`src/rtl/rtcp_sr_pkg.sv`:
```
`timescale 1ns / 1ps

package rtcp_sr_pkg;

	// Register file geometry
	localparam int ADDR_W = 5;
	localparam int DATA_W = 32;
	localparam int IDX_W  = 3;

	// Register indexes
	localparam logic [IDX_W-1:0] REG_SSRC        = 3'd0;
	localparam logic [IDX_W-1:0] REG_CLOCK_RATE  = 3'd1;
	localparam logic [IDX_W-1:0] REG_FAST_PHASE  = 3'd2;
	localparam logic [IDX_W-1:0] REG_FAST_PERIOD = 3'd3;
	localparam logic [IDX_W-1:0] REG_SLOW_PERIOD = 3'd4;

	// Register reset values
	localparam logic [DATA_W-1:0] RST_SSRC        = 32'd0;
	localparam logic [DATA_W-1:0] RST_CLOCK_RATE  = 32'd90000;
	localparam logic [DATA_W-1:0] RST_FAST_PHASE  = 32'd10000;
	localparam logic [DATA_W-1:0] RST_FAST_PERIOD = 32'd500;
	localparam logic [DATA_W-1:0] RST_SLOW_PERIOD = 32'd4999;

	// Divider: one quotient bit per cycle over a 64-bit quotient
	localparam int QUO_W     = 2 * DATA_W;
	localparam int DIV_STEPS = QUO_W;
	localparam int CNT_W     = $clog2(DIV_STEPS);

	typedef struct packed {
		logic [DATA_W-1:0] sender_ssrc;
		logic [DATA_W-1:0] clock_rate;
		logic [DATA_W-1:0] fast_phase_ms;
		logic [DATA_W-1:0] fast_period_ms;
		logic [DATA_W-1:0] slow_period_ms;
	} cfg_t;

	typedef struct packed {
		logic busy;
		logic done;
	} div_status_t;

endpackage

```
`src/rtl/rtcp_sender_report_generator.sv`:
```
`timescale 1ns / 1ps

// Channel   Handshake            Payload
// in        in_valid / in_ready  payload_bytes, rtp_timestamp, time_ms
// out       out_valid/out_ready  report_valid, report_ssrc, ntp_seconds, ntp_fraction,
//                                report_timestamp, packet_count, octet_count
// config    APB psel/penable     paddr, pwdata, prdata (pready always high)
//
// No report: the transfer, then the output load.
// Report: the transfer, 64 divider steps (one quotient bit each, seconds in the upper
// half, fraction in the lower), a state that sees done, then the load.
// in_ready is high only while idle; a packet may be taken while the previous result
// waits, and the load stalls until the output register is free.
// Reset clears the counters and the last report time and sets the registers to their reset values.

module rtcp_sender_report_generator (
	input  logic                             clk,
	input  logic                             arst_n,
	input  logic                             in_valid,
	output logic                             in_ready,
	input  logic [15:0]                      payload_bytes,
	input  logic [31:0]                      rtp_timestamp,
	input  logic [31:0]                      time_ms,
	output logic                             out_valid,
	input  logic                             out_ready,
	output logic                             report_valid,
	output logic [31:0]                      report_ssrc,
	output logic [31:0]                      ntp_seconds,
	output logic [31:0]                      ntp_fraction,
	output logic [31:0]                      report_timestamp,
	output logic [31:0]                      packet_count,
	output logic [31:0]                      octet_count,
	input  logic                             psel,
	input  logic                             penable,
	input  logic                             pwrite,
	input  logic [rtcp_sr_pkg::ADDR_W-1:0]   paddr,
	input  logic [rtcp_sr_pkg::DATA_W-1:0]   pwdata,
	output logic [rtcp_sr_pkg::DATA_W-1:0]   prdata,
	output logic                             pready
);

	typedef enum logic [1:0] {
		S_IDLE,
		S_DIV,
		S_LOAD
	} state_t;

	state_t                         state_q;
	rtcp_sr_pkg::cfg_t              cfg;
	rtcp_sr_pkg::div_status_t       div_st;
	logic [rtcp_sr_pkg::QUO_W-1:0]  div_quo;

	logic [31:0] pkt_cnt_q;
	logic [31:0] oct_cnt_q;
	logic [31:0] last_ms_q;
	logic        due_q;
	logic [31:0] ts_q;
	logic [31:0] pkt_rep_q;
	logic [31:0] oct_rep_q;

	logic        out_valid_q;
	logic        rep_valid_q;
	logic [31:0] rep_ssrc_q;
	logic [31:0] ntp_sec_q;
	logic [31:0] ntp_frac_q;
	logic [31:0] rep_ts_q;
	logic [31:0] pkt_out_q;
	logic [31:0] oct_out_q;

	logic        accept;
	logic [31:0] pkt_next;
	logic [31:0] oct_next;
	logic [31:0] elapsed;
	logic        due;
	logic        out_free;

	rtcp_sr_regs u_regs (
		.clk     (clk),
		.arst_n  (arst_n),
		.psel    (psel),
		.penable (penable),
		.pwrite  (pwrite),
		.paddr   (paddr),
		.pwdata  (pwdata),
		.prdata  (prdata),
		.pready  (pready),
		.cfg     (cfg)
	);

	rtcp_sr_div u_div (
		.clk      (clk),
		.arst_n   (arst_n),
		.start    (accept && due),
		.dividend (rtp_timestamp),
		.divisor  (cfg.clock_rate),
		.quotient (div_quo),
		.status   (div_st)
	);

	assign in_ready = (state_q == S_IDLE);
	assign accept   = in_valid && in_ready;
	assign out_free = !out_valid_q || out_ready;

	// Count this packet and test the report schedule
	assign pkt_next = pkt_cnt_q + 32'd1;
	assign oct_next = oct_cnt_q + {16'd0, payload_bytes};
	assign elapsed  = time_ms - last_ms_q;
	assign due      = ((time_ms < cfg.fast_phase_ms) && (elapsed > cfg.fast_period_ms)) ||
	                  (elapsed > cfg.slow_period_ms);

	// Sequencer, counters and output register
	always_ff @(posedge clk or negedge arst_n) begin
		if (!arst_n) begin
			state_q     <= S_IDLE;
			pkt_cnt_q   <= '0;
			oct_cnt_q   <= '0;
			last_ms_q   <= '0;
			due_q       <= 1'b0;
			out_valid_q <= 1'b0;
		end else begin
			if (state_q == S_LOAD && out_free) begin
				out_valid_q <= 1'b1;
			end else if (out_valid_q && out_ready) begin
				out_valid_q <= 1'b0;
			end
			unique case (state_q)
				S_IDLE: begin
					if (accept) begin
						due_q <= due;
						if (due) begin
							pkt_cnt_q <= '0;
							oct_cnt_q <= '0;
							last_ms_q <= time_ms;
							state_q   <= S_DIV;
						end else begin
							pkt_cnt_q <= pkt_next;
							oct_cnt_q <= oct_next;
							state_q   <= S_LOAD;
						end
					end
				end
				S_DIV: begin
					if (div_st.done) begin
						state_q <= S_LOAD;
					end
				end
				S_LOAD: begin
					if (out_free) begin
						state_q <= S_IDLE;
					end
				end
				default: state_q <= S_IDLE;
			endcase
		end
	end

	// Capture the report fields of the packet in work
	always_ff @(posedge clk) begin
		if (accept) begin
			ts_q      <= rtp_timestamp;
			pkt_rep_q <= pkt_next;
			oct_rep_q <= oct_next;
		end
	end

	// Load the result; a packet without report gives all zero fields
	always_ff @(posedge clk) begin
		if (state_q == S_LOAD && out_free) begin
			rep_valid_q <= due_q;
			rep_ssrc_q  <= due_q ? cfg.sender_ssrc : '0;
			ntp_sec_q   <= due_q ? div_quo[rtcp_sr_pkg::QUO_W-1:rtcp_sr_pkg::DATA_W] : '0;
			ntp_frac_q  <= due_q ? div_quo[rtcp_sr_pkg::DATA_W-1:0] : '0;
			rep_ts_q    <= due_q ? ts_q : '0;
			pkt_out_q   <= due_q ? pkt_rep_q : '0;
			oct_out_q   <= due_q ? oct_rep_q : '0;
		end
	end

	assign out_valid        = out_valid_q;
	assign report_valid     = rep_valid_q;
	assign report_ssrc      = rep_ssrc_q;
	assign ntp_seconds      = ntp_sec_q;
	assign ntp_fraction     = ntp_frac_q;
	assign report_timestamp = rep_ts_q;
	assign packet_count     = pkt_out_q;
	assign octet_count      = oct_out_q;

`ifndef ASSERT_OFF
	a_idle_not_dividing: assert property (@(posedge clk) disable iff (!arst_n)
		in_ready |-> !div_st.busy)
		else $error("packet taken while divider busy");

	a_done_in_div: assert property (@(posedge clk) disable iff (!arst_n)
		div_st.done |-> (state_q == S_DIV))
		else $error("divider finished outside divide state");

	a_no_div_without_report: assert property (@(posedge clk) disable iff (!arst_n)
		(accept && !due) |=> !div_st.busy && (state_q == S_LOAD))
		else $error("divider started for a packet without report");

	a_counters_cleared: assert property (@(posedge clk) disable iff (!arst_n)
		(accept && due) |=> (pkt_cnt_q == 32'd0) && (oct_cnt_q == 32'd0))
		else $error("counters not cleared after report");

	a_zero_fields: assert property (@(posedge clk) disable iff (!arst_n)
		(out_valid && !report_valid) |-> (packet_count == 32'd0) && (ntp_seconds == 32'd0))
		else $error("fields not zero on a result without report");
`endif

endmodule

```
`src/rtl/rtcp_sr_regs.sv`:
```
`timescale 1ns / 1ps

module rtcp_sr_regs (
	input  logic                             clk,
	input  logic                             arst_n,
	input  logic                             psel,
	input  logic                             penable,
	input  logic                             pwrite,
	input  logic [rtcp_sr_pkg::ADDR_W-1:0]   paddr,
	input  logic [rtcp_sr_pkg::DATA_W-1:0]   pwdata,
	output logic [rtcp_sr_pkg::DATA_W-1:0]   prdata,
	output logic                             pready,
	output rtcp_sr_pkg::cfg_t                cfg
);

	rtcp_sr_pkg::cfg_t            cfg_q;
	logic [rtcp_sr_pkg::IDX_W-1:0] idx;
	logic                          wr_en;

	assign pready = 1'b1;
	assign idx    = paddr[rtcp_sr_pkg::ADDR_W-1:2];
	assign wr_en  = psel && penable && pwrite && pready;
	assign cfg    = cfg_q;

	// Write registers on the access phase; drop writes beyond the list
	always_ff @(posedge clk or negedge arst_n) begin
		if (!arst_n) begin
			cfg_q.sender_ssrc    <= rtcp_sr_pkg::RST_SSRC;
			cfg_q.clock_rate     <= rtcp_sr_pkg::RST_CLOCK_RATE;
			cfg_q.fast_phase_ms  <= rtcp_sr_pkg::RST_FAST_PHASE;
			cfg_q.fast_period_ms <= rtcp_sr_pkg::RST_FAST_PERIOD;
			cfg_q.slow_period_ms <= rtcp_sr_pkg::RST_SLOW_PERIOD;
		end else if (wr_en) begin
			unique case (idx)
				rtcp_sr_pkg::REG_SSRC:        cfg_q.sender_ssrc    <= pwdata;
				rtcp_sr_pkg::REG_CLOCK_RATE:  cfg_q.clock_rate     <= pwdata;
				rtcp_sr_pkg::REG_FAST_PHASE:  cfg_q.fast_phase_ms  <= pwdata;
				rtcp_sr_pkg::REG_FAST_PERIOD: cfg_q.fast_period_ms <= pwdata;
				rtcp_sr_pkg::REG_SLOW_PERIOD: cfg_q.slow_period_ms <= pwdata;
				default: ;
			endcase
		end
	end

	// Read mux
	always_comb begin
		unique case (idx)
			rtcp_sr_pkg::REG_SSRC:        prdata = cfg_q.sender_ssrc;
			rtcp_sr_pkg::REG_CLOCK_RATE:  prdata = cfg_q.clock_rate;
			rtcp_sr_pkg::REG_FAST_PHASE:  prdata = cfg_q.fast_phase_ms;
			rtcp_sr_pkg::REG_FAST_PERIOD: prdata = cfg_q.fast_period_ms;
			rtcp_sr_pkg::REG_SLOW_PERIOD: prdata = cfg_q.slow_period_ms;
			default:                      prdata = '0;
		endcase
	end

endmodule

```
`src/rtl/rtcp_sr_div.sv`:
```
`timescale 1ns / 1ps

module rtcp_sr_div (
	input  logic                             clk,
	input  logic                             arst_n,
	input  logic                             start,
	input  logic [rtcp_sr_pkg::DATA_W-1:0]   dividend,
	input  logic [rtcp_sr_pkg::DATA_W-1:0]   divisor,
	output logic [rtcp_sr_pkg::QUO_W-1:0]    quotient,
	output rtcp_sr_pkg::div_status_t         status
);

	logic [rtcp_sr_pkg::QUO_W-1:0]  quo_q;
	logic [rtcp_sr_pkg::DATA_W-1:0] rem_q;
	logic [rtcp_sr_pkg::CNT_W-1:0]  cnt_q;
	logic                           busy_q;
	logic                           done_q;
	logic [rtcp_sr_pkg::DATA_W:0]   trial;
	logic [rtcp_sr_pkg::DATA_W:0]   diff;
	logic                           fits;

	// One restoring step: shift in the next dividend bit, subtract if it fits.
	// A zero divisor always fits, which gives an all-ones quotient.
	assign trial = {rem_q, quo_q[rtcp_sr_pkg::QUO_W-1]};
	assign diff  = trial - {1'b0, divisor};
	assign fits  = (trial >= {1'b0, divisor});

	assign quotient = quo_q;
	assign status   = '{busy: busy_q, done: done_q};

	// Hold control state
	always_ff @(posedge clk or negedge arst_n) begin
		if (!arst_n) begin
			busy_q <= 1'b0;
			done_q <= 1'b0;
			cnt_q  <= '0;
		end else begin
			done_q <= 1'b0;
			if (start) begin
				busy_q <= 1'b1;
				cnt_q  <= '0;
			end else if (busy_q) begin
				cnt_q <= cnt_q + 1'b1;
				if (cnt_q == rtcp_sr_pkg::CNT_W'(rtcp_sr_pkg::DIV_STEPS - 1)) begin
					busy_q <= 1'b0;
					done_q <= 1'b1;
				end
			end
		end
	end

	// Advance the datapath; the dividend is the timestamp times 2^32
	always_ff @(posedge clk) begin
		if (start) begin
			quo_q <= {dividend, {rtcp_sr_pkg::DATA_W{1'b0}}};
			rem_q <= '0;
		end else if (busy_q) begin
			quo_q <= {quo_q[rtcp_sr_pkg::QUO_W-2:0], fits};
			rem_q <= fits ? diff[rtcp_sr_pkg::DATA_W-1:0] : trial[rtcp_sr_pkg::DATA_W-1:0];
		end
	end

endmodule

```
`config.mk`:
```
export PLATFORM = sky130hd
export DESIGN_NAME = rtcp_sender_report_generator
export DESIGN_NICKNAME = d
export VERILOG_FILES = /design/src/rtl/rtcp_sr_pkg.sv /design/src/rtl/rtcp_sender_report_generator.sv /design/src/rtl/rtcp_sr_regs.sv /design/src/rtl/rtcp_sr_div.sv
export SDC_FILE = /design/constraint.sdc
export NUM_CORES = 1
export LEC_CHECK = 0
export BUFFER_PORTS_ARGS = -buffer_cell sky130_fd_sc_hd__buf_4
export CORE_ASPECT_RATIO = 1.1
export CORE_MARGIN = 2
export CORE_UTILIZATION = 60
export CTS_BUF_LIST = sky130_fd_sc_hd__clkbuf_2
export CTS_CLUSTER_SIZE = 24
export DETAILED_ROUTE_END_ITERATION = 10
export GPL_ROUTABILITY_DRIVEN = 0
export PLACE_DENSITY = 0.81
export SLEW_MARGIN = 20
export SYNTH_ARGS = -nofsm -noshare
export SYNTH_HDL_FRONTEND = slang
export SYNTH_SLANG_ARGS = --single-unit
```
`constraint.sdc`:
```
create_clock -name clk -period 17.3 [get_ports clk]
set_input_delay 0.865 -clock clk [delete_from_list [all_inputs] [get_ports clk]]
set_output_delay 0.865 -clock clk [all_outputs]
set_load 0.005 [all_outputs]
```
# After elaboration in Yosys (flattened, before gate mapping)

Index checks and enable logic that the tools add are counted.

Flip-flop bits (word level): 653
Bits of input ports: 124
Output and inout bits: 228
Word-level logic and storage cells: 89

$add $sub $neg: 5
Magnitude comparators: 4
Eq/ne operators: 10
Mux-type cells: 21
Reductions and logical operators: 22

Operator list:

| cell                                                | count |
|---|---|
| one-hot mux 32 bit (5 select lines)                 | 1 |
| 2-to-1 mux 64 bit                                   | 2 |
| 2-to-1 mux 32 bit                                   | 3 |
| greater-than comparator 32 bit                      | 2 |
| subtractor 32 bit                                   | 2 |
| >= comparator 33 x 32 -> 1 bit                      | 1 |
| adder 32 x 1 -> 32 bit, second input constant       | 1 |
| adder 32 x 16 -> 32 bit                             | 1 |
| < comparator 32 bit                                 | 1 |
| 2-to-1 mux 6 bit                                    | 2 |
| AND reduction 2 bit                                 | 6 |
| 2-to-1 mux 1 bit                                    | 8 |
| 2-to-1 mux 2 bit                                    | 4 |
| logical AND 1 bit                                   | 7 |
| adder 6 x 1 -> 6 bit, second input constant         | 1 |
| equality test 3 x 2 -> 1 bit, second input constant | 2 |
| equality test 6 bit, second input constant          | 1 |
| one-hot mux 2 bit (3 select lines)                  | 1 |
| AND reduction 3 bit                                 | 2 |
| != test 2 x 1 -> 1 bit, second input constant       | 2 |
| nonzero test 2 bit                                  | 2 |
| equality test 3 x 1 -> 1 bit, second input constant | 1 |
| equality test 3 bit, second input constant          | 1 |
| logical NOT 3 bit                                   | 1 |
| other kinds (6)                                     | 7 |

# Depth between registers and ports, before layout

Gate-level depths: netlist of the first run.

Word-level depth: 7
Gate-level depth with buffers: 26
Gate-level depth less buffers: 25

# Hierarchy

From an unflattened synthesis of the first run, not the netlist that was laid out.

Cell total of the unflattened synthesis: 2851
Area total of the unflattened synthesis: 33194.3 um2

By module, submodules not included:

| module                       | instances | cells each | area an instance (um2) | seq. area each (um2) |
|---|---|---|---|---|
| rtcp_sender_report_generator | 1         | 1676       | 19678.9                | 11180.7 |
| rtcp_sr_regs                 | 1         | 505        | 7338.3                 | 4037.6 |
| rtcp_sr_div                  | 1         | 670        | 6177.2                 | 2442.3 |

# Least setup slack after synthesis of the first run

No wires, ideal clock.

Path kind: input port to flip-flop
From: input port out_ready
To: register ntp_frac_q[0] (netlist: ntp_fraction[0]) (enable)
Library setup time: 772 ps
Arrival time: 9473 ps
Data required time: 16528 ps
Path slack: 7055 ps
Cell stages on the path: 2
Buffers on the path: 0
Cell sequence: nand2b_1 -> nor2b_1

Longest elaborated chain between the ends: 2

RTL lines:

| item                 | line                                | text |
|---|---|---|
| start, declared      | rtcp_sender_report_generator.sv:25  | `input logic out_ready,` |
| logical OR 1 bit     | rtcp_sender_report_generator.sv:102 | `assign out_free = !out_valid_q \|\| out_ready;` |
| logical AND 1 bit    | rtcp_sender_report_generator.sv:168 | `if (state_q == S_LOAD && out_free) begin` |
| end signal, assigned | rtcp_sender_report_generator.sv:172 | `ntp_frac_q <= due_q ? div_quo[rtcp_sr_pkg::DATA_W-1:0] : '0;` |
| end, declared        | rtcp_sender_report_generator.sv:65  | `logic [31:0] ntp_frac_q;` |

No other way between the ends.
A chain may end at the register's enable or synchronous reset.

# Final worst setup path of the first run

From: input port time_ms[0]
To: register u_div.quo_q (netlist bit u_div.quotient[54]), data pin

Longest elaborated chain between the ends: 6
Elaborated cells between the ends (all ways): 8
Those cells by class: 1 x add/sub; 3 x order compare; 1 x mux; 3 x reduce/logical

RTL lines:

| item                           | line                                | text |
|---|---|---|
| start, declared                | rtcp_sender_report_generator.sv:23  | `input logic [31:0] time_ms,` |
| subtractor 32 bit              | rtcp_sender_report_generator.sv:107 | `assign elapsed = time_ms - last_ms_q;` |
| greater-than comparator 32 bit | rtcp_sender_report_generator.sv:108 | `assign due = ((time_ms < cfg.fast_phase_ms) && (elapsed > cfg.fast_period_ms)) \|\|` |
| logical AND 1 bit              | rtcp_sender_report_generator.sv:108 |  |
| logical OR 1 bit (*)           | rtcp_sender_report_generator.sv:108 |  |
| logical AND 1 bit (*)          | rtcp_sender_report_generator.sv:93  | `.start (accept && due),` |
| 2-to-1 mux 64 bit (*)          | rtcp_sr_div.sv:54                   | `if (start) begin` |
| end signal, assigned           | rtcp_sr_div.sv:55                   | `quo_q <= {dividend, {rtcp_sr_pkg::DATA_W{1'b0}}};` |
| end signal, assigned           | rtcp_sr_div.sv:58                   | `quo_q <= {quo_q[rtcp_sr_pkg::QUO_W-2:0], fits};` |
| end, declared                  | rtcp_sr_div.sv:13                   | `logic [rtcp_sr_pkg::QUO_W-1:0] quo_q;` |

Every way passes the cells marked *; elsewhere a longest branch is shown, timed or not.

==> flow_metrics.py, run 1 <==
metrics = {
    "outcome": {
        "status": "complete, no violations",
    },
    "grt": {
        "first_global_vias": 25700,
        "grt_max_degree": 174,
        "gr-total-overflow": 0,
        "antenna_found_initial": 5,
        "grt_pass1_wl_um": 132000,
        "grt_usage_pct": 30.2,
    },
    "sta": {
        "rsz0062_at_grt": "no",
        "hold_viol_final": 0,
        "fin_crit_ps": 7890,
        "max_clock_freq_mhz": 127,
        "drv_slew": 0,
        "slew_headroom_pct": 27.1,
        "setup_violations": 0,
        "setup_tns_ps": 0,
        "tightest_slew_ps": 1090,
        "skew_ps": 97.1,
        "period_share_pct": 45.6,
    },
    "synthesis": {
        "synth-main-ff-cell": "edfxtp_1",
        "synth_xor_area_share_pct": 3.06,
        "synthMuxAreaShare_pct": 3.98,
        "ys_ff_latch": 653,
        "yosys_warnings": 0,
        "synth_cell_types": 83,
        "synth_top_area_share_pct": 29.8,
        "synth-simple-area-share_pct": 13.5,
        "synth_cells": 3061,
        "synth_top_family_by_area": "compound AO/OA/AOI/OAI gates",
        "synth_edf_count": 321,
        "synth_area_leaders": "edfxtp_1 30%, dfrtp_1 19%, ha_1 6.8%, o21ai_0 4.9%, nand2_1 4.2%",
        "yosys.area.top_type": "edfxtp_1",
        "syn_nets": 3364,
        "post-synth-top-count-cell": "nand2_1",
        "synthAdderAreaFrac_pct": 6.99,
        "synth-seq-area-share_pct": 54.6,
        "avgSynthCellArea_um2": 10.6,
        "netlist_top_cells_count": "360 x nand2_1, 321 x edfxtp_1, 319 x o21ai_0, 241 x dfrtp_1",
        "syn_area_um2": 32400,
        "async_flop_share_pct": 41.0,
        "synth_compound_area_share_pct": 13.8,
    },
    "placed_design": {
        "placed_cell_area_um2": 35500,
        "place_hpwl_um": 56000,
        "port_buffers": 348,
    },
    "layout": {
        "areaGrowthSynthToFinish_pct": 18.2,
        "drive_above_1_share_pct": 19.8,
        "fillerInstances": 3763,
        "multi_input_area_um2": 13400,
        "final_cell_area_um2": 38200,
        "fin_nets": 3865,
        "seqCellArea_um2": 17700,
    },
    "power_and_ir_drop": {
        "powerDensity_nw_per_um2": 173,
        "p_leak_nw": 17.1,
        "power.internal_mw": 3.92,
        "pwr-share-comb_pct": 45.6,
        "swShare_pct": 40.7,
        "p_seq_share_pct": 37.5,
        "vdd_ir_drop_max_v": 0.000140,
        "clockPowerShare_pct": 16.8,
        "switching_power_mw": 2.69,
    },
    "drt": {
        "remaining_drc_errors": 0,
        "ant_nets": 0,
        "drt_first_pass_iters": 8,
        "routed_wl_um": 84200,
        "via_count": 25700,
        "drt_iter0_drc": 2063,
        "viasPerCell": 5.88,
        "wl_per_cell_um": 19.2,
    },
    "floorplanning": {
        "start_util_pct": 60.5,
        "io_pins": 352,
        "die_h_um": 248,
        "die_width_um": 225,
        "rows": 89,
        "core-area_um2": 53500,
        "dieArea_um2": 55800,
    },
    "worst_hold_path": {
        "hold_path_class": "input port to asynchronous set/reset pin",
    },
    "cts": {
        "cts_tree": "built",
        "clockBufferDepth": 3,
        "post-cts-setup-buffers": 0,
        "cts_buffers": 157,
        "htree_levels": 4,
        "clk_latency_ps": 1350,
        "cts_root_buf": "clkbuf_2",
        "cts_sinks": 653,
        "path_clk_slew_ps": 100,
    },
    "worst_setup_path": {
        "cp.required_ps": 18310,
        "cp.arrival_ps": 8900,
        "start_kind": "input port",
        "worstSetupPathType": "input port to flop",
        "crit_path_end_kind": "flop",
        "cp_max_fo": 114,
    },
    "job": {
        "maxCapViolations": 0,
    },
}
-- cell type report --
cell class | count | share of cell area, %
clock buffers | 244 | 3.19
well taps | 682 | 2.23
diodes | 3 | 0.0196
repair buffers | 484 | 10.3
multi-input cells | 2067 | 35.1
flip-flops and latches | 653 | 46.2
clock inverters | 47 | 0.981
inverters | 199 | 1.96
-- layer usage --
metal  vias to the layer above  routed length [µm]  track usage [%]  part of all wire (%)
li1                      11900                   -                -                     -
met2                      1175               41100             50.4                    49
met1                     12400               32200             35.9                    38
met5                         -                  24                0                 0.029
met4                         4                4140             17.1                   4.9
met3                       290                6810             7.45                   8.1
-- placed cells by master (no fill, tap or decap), types with 27 or more instances in the layout --
master,synthesis,layout
nand3_1,44,43
dlygate4sd3_1,0,111
edfxtp_1,321,321
clkinv_1,2,31
dfstp_2,27,27
and2_1,197,197
inv_1,197,197
mux2i_1,87,87
o22ai_1,36,36
a21oi_1,156,156
ha_1,176,176
xnor2_1,78,78
nand4_1,31,31
dfxtp_1,64,64
buf_4,1,370
dfrtp_1,241,239
o21ai_0,319,319
mux2_2,37,37
a21o_1,48,48
xor2_1,35,35
clkbuf_2,0,244
nor2_1,150,148
a22oi_1,32,32
nand2_1,360,359
-- state kept, by name, summed over array words and instances, names as in the netlist, 2 cells and up --
register          cells
last_ms_q            32
ntp_fraction         32
ntp_seconds          32
oct_cnt_q            32
oct_rep_q            32
octet_count          32
packet_count         32
pkt_cnt_q            32
pkt_rep_q            32
report_ssrc          32
report_timestamp     32
state_q               2
ts_q                 32
u_div.cnt_q           6
u_div.quotient       64
u_div.rem_q          32
u_regs.cfg          160
-- what timing repair did --
item / CTS / global route
endpoints found under the hold margin: 379 / 0
hold buffers: 111 / 0
resized for setup: 0 / 0
-- per-stage QoR --
step	instances	hold WS, ps	utilization, %	setup WS [ps]	total power [mW]
after floorplan	3061	435	-	7060	4.55
after global placement	3974	454	66.5	9330	5.25
after detailed placement	3974	472	66.5	8960	5.43
after CTS	4376	1.05	71.5	9600	6.57
after global routing	4379	-14.4	71.6	9010	7.09
final	4379	121	71.6	9410	6.60
-- critical path, stage by stage --
cell	delay, ps
dlygate4sd3_1	580
buf_4	150
inv_1	70
ha_1	180
inv_1	60
fa_1	390
a21oi_1	190
o21ai_0	200
a21o_1	250
a211oi_1	480
nand4b_1	250
o21ai_1	120
a211oi_1	500
o221ai_1	240
o211ai_1	170
xnor2_1	180
ha_1	330
nand4_1	160
nor4_1	750
nand2_1	130
o221a_2	270
o311ai_1	100
o211ai_1	150
buf_4	220
a21oi_4	120
buf_4	550
buf_4	830
o21ai_0	270
-- logic make-up (layout without fill, tap and decap cells) --
kind of cell / count (synthesis) / count (layout)
mux: 124 / 124
flops: 653 / 653
simple gates: 906 / 906
buf+inv: 341 / 974
other cells: 1 / 4
compound gates: 744 / 744
fa+ha+maj: 179 / 179
xor+xnor: 113 / 113
-- power by group through the flow --
stage / registers (mW) / logic, mW / clock network (mW)
3_3_place_gp: 2.48 / 2.77 / 0
5_1_grt: 2.53 / 3.34 / 1.22
2_1_floorplan: 2.44 / 2.10 / 0
6_report: 2.48 / 3.01 / 1.11
4_1_cts: 2.47 / 2.97 / 1.13
3_5_place_dp: 2.50 / 2.93 / 0
-- path summary, 6_finish.rpt --
| kind | endpoint | slack (ps) | depth (start not counted) | startpoint |
|---|---|---|---|---|
| worst max-delay path | u_div.quotient[54] | 9410 | 28 | time_ms[0] |
| worst min-delay path | last_ms_q[27] | 120 | 2 | arst_n |
| worst max register to register | u_div.quotient[54] | 9420 | 25 | last_ms_q[0] |
| worst min register to register | state_q[0] | 480 | 1 | u_div.done_q |
| max in group asynchronous | u_div.busy_q | 15610 | 3 | arst_n |
| min in group clk | oct_rep_q[4] | 140 | 4 | payload_bytes[4] |
(Power assumes the default switching activity.)
==> run 2: changes to the inputs <==
==> constraint.sdc (replaced) <==
create_clock -name clk -period 7.9 [get_ports clk]
set_input_delay 0.395 -clock clk [delete_from_list [all_inputs] [get_ports clk]]
set_output_delay 0.395 -clock clk [all_outputs]
set_load 0.005 [all_outputs]
==> flow_metrics.py, run 2 (synthesis results as in run 1) <==
metrics = {
    "outcome": {
        "status": "complete, no violations",
    },
    "sta": {
        "hold_viol_final": 0,
        "slew_headroom_pct": 24.4,
        "period_share_pct": 90.8,
        "rsz0062_at_grt": "no",
        "fin_crit_ps": 7170,
        "max_clock_freq_mhz": 139,
        "drv_slew": 0,
        "setup_tns_ps": 0,
        "tightest_slew_ps": 1130,
        "skew_ps": 105,
        "setup_violations": 0,
    },
    "grt": {
        "gr-total-overflow": 0,
        "grt_max_degree": 192,
        "antenna_found_initial": 3,
        "grt_pass1_wl_um": 140000,
        "grt_usage_pct": 32.0,
        "first_global_vias": 27000,
    },
    "cts": {
        "cts_buffers": 157,
        "htree_levels": 4,
        "cts_tree": "built",
        "path_clk_slew_ps": 100,
        "clk_latency_ps": 1390,
        "cts_sinks": 653,
        "cts_root_buf": "clkbuf_2",
        "clockBufferDepth": 3,
    },
    "worst_setup_path": {
        "cp.required_ps": 9120,
        "critPathCapture": "u_div.rem_q[30]",
        "ff2ff_path_depth": 24,
        "timing.rr.end": "u_div.rem_q[30]",
        "cp_max_fo": 31,
        "r2r_start": "last_ms_q[0]",
        "crit_path_end_kind": "flop",
        "r2r_setup_slack_ps": 770,
        "startpoint": "time_ms[0]",
        "cp.arrival_ps": 8390,
        "start_kind": "input port",
        "worstSetupPathType": "input port to flop",
    },
    "floorplanning": {
        "core-area_um2": 53500,
        "start_util_pct": 60.5,
        "die_width_um": 225,
        "rows": 89,
        "die_h_um": 248,
        "io_pins": 352,
        "dieArea_um2": 55800,
    },
    "power_and_ir_drop": {
        "finalPower_mw": 14.7,
        "p_leak_nw": 17.6,
        "p_seq_share_pct": 37.2,
        "clockPowerShare_pct": 16.3,
        "vdd_ir_drop_max_v": 0.000280,
        "switching_power_mw": 6.05,
        "powerDensity_nw_per_um2": 370,
        "power.internal_mw": 8.60,
        "swShare_pct": 41.3,
        "pwr-share-comb_pct": 46.5,
    },
    "drt": {
        "drt_iter0_drc": 2471,
        "ant_nets": 0,
        "via_count": 26600,
        "remaining_drc_errors": 0,
        "viasPerCell": 5.89,
        "routed_wl_um": 89200,
        "drt_first_pass_iters": 5,
        "wl_per_cell_um": 19.8,
    },
    "layout": {
        "final_cell_mix": "367 x buf_4, 359 x nand2_1, 321 x edfxtp_1, 319 x o21ai_0, 240 x dlygate4sd3_1",
        "final_common_cell": "buf_4",
        "areaGrowthSynthToFinish_pct": 22.3,
        "fillerInstances": 3457,
        "final_core_util_pct": 74.0,
        "largest_reg_flops": 160,
        "drive_above_1_share_pct": 19.1,
        "finalNonFillerCells": 4510,
        "fin_nets": 3994,
    },
    "placed_design": {
        "place_inst": 3972,
        "port_buffers": 348,
        "place_hpwl_um": 56200,
    },
    "worst_hold_path": {
        "hold_path_class": "input port to asynchronous set/reset pin",
    },
    "job": {
        "maxCapViolations": 0,
    },
}
[run 2: timing repair]
item | in CTS | in global routing
gates resized for setup | 0 | 0
endpoints found under the hold margin | 629 | 0
hold buffers | 241 | 0
buffers inserted | 0 | 0
[run 2: area by class of cell]
class	instances	area (µm²)	area share (%)
Sequential cell	653	17700	44.7
Antenna cell	3	7.51	0.0190
Timing Repair Buffer	613	5290	13.4
Clock buffer	239	1200	3.02
Inverter	199	749	1.89
Tap cell	682	853	2.16
Multi-Input combinational cell	2067	13400	34.0
Clock inverter	54	365	0.924
[run 2: layer usage]
| metal | vias to the layer above | global-route usage, % | share of wire, % |
|---|---|---|---|
| met4 | 2 | 17.0 | 5.2 |
| met5 | - | 0 | 0.015 |
| met2 | 1338 | 53.7 | 49 |
| li1 | 12100 | - | - |
| met1 | 12700 | 37.5 | 38 |
| met3 | 343 | 8.97 | 8.7 |
[run 2: per-stage QoR]
step / hold slack, ps / instance area (µm²) / setup WS (ps)
final: 168 / 39600 / 729
after global routing: 110 / 39600 / 466
after CTS: 7.12 / 39500 / 960
after detailed placement: 428 / 35500 / 826
after global placement: 418 / 35500 / 1050
after floorplan: 99.4 / 32400 / 1830
[run 2: power by group through the flow]
stage / clock network, mW / registers, mW / logic (mW)
2_1_floorplan: 0 / 5.31 / 4.61
3_3_place_gp: 0 / 5.44 / 6.09
6_report: 2.38 / 5.45 / 6.82
5_1_grt: 2.60 / 5.54 / 7.52
3_5_place_dp: 0 / 5.48 / 6.44
4_1_cts: 2.42 / 5.41 / 6.65
[run 2: worst max-delay path, stage by stage]
cell	delay, ps
dlygate4sd3_1	570
buf_4	150
dlygate4sd3_1	560
inv_1	80
ha_1	190
inv_1	60
fa_1	390
a21oi_1	180
o21ai_0	200
a21o_1	240
a211oi_1	450
nand4b_1	220
o21ai_1	110
a211oi_1	460
o21bai_1	120
a21oi_1	190
xnor2_1	200
ha_1	290
and2_0	150
a221o_1	300
a221oi_1	390
o21ai_1	240
o311ai_4	800
nand2_2	450
nand2_1	170
buf_4	380
o221ai_1	200
a31oi_1	210
[run 2: worst min-delay path by stage]
| stage | from | endpoint | slack, ps | cells past startpoint |
|---|---|---|---|---|
| global placement | arst_n | pkt_cnt_q[15] | 420 | 1 |
| detailed placement | arst_n | pkt_cnt_q[11] | 430 | 1 |
| CTS | payload_bytes[4] | oct_rep_q[4] | 7 | 5 |
| floorplan | arst_n | due_q | 100 | 0 |
| global route | payload_bytes[2] | oct_rep_q[2] | 110 | 4 |
| finish | arst_n | pkt_cnt_q[11] | 170 | 4 |
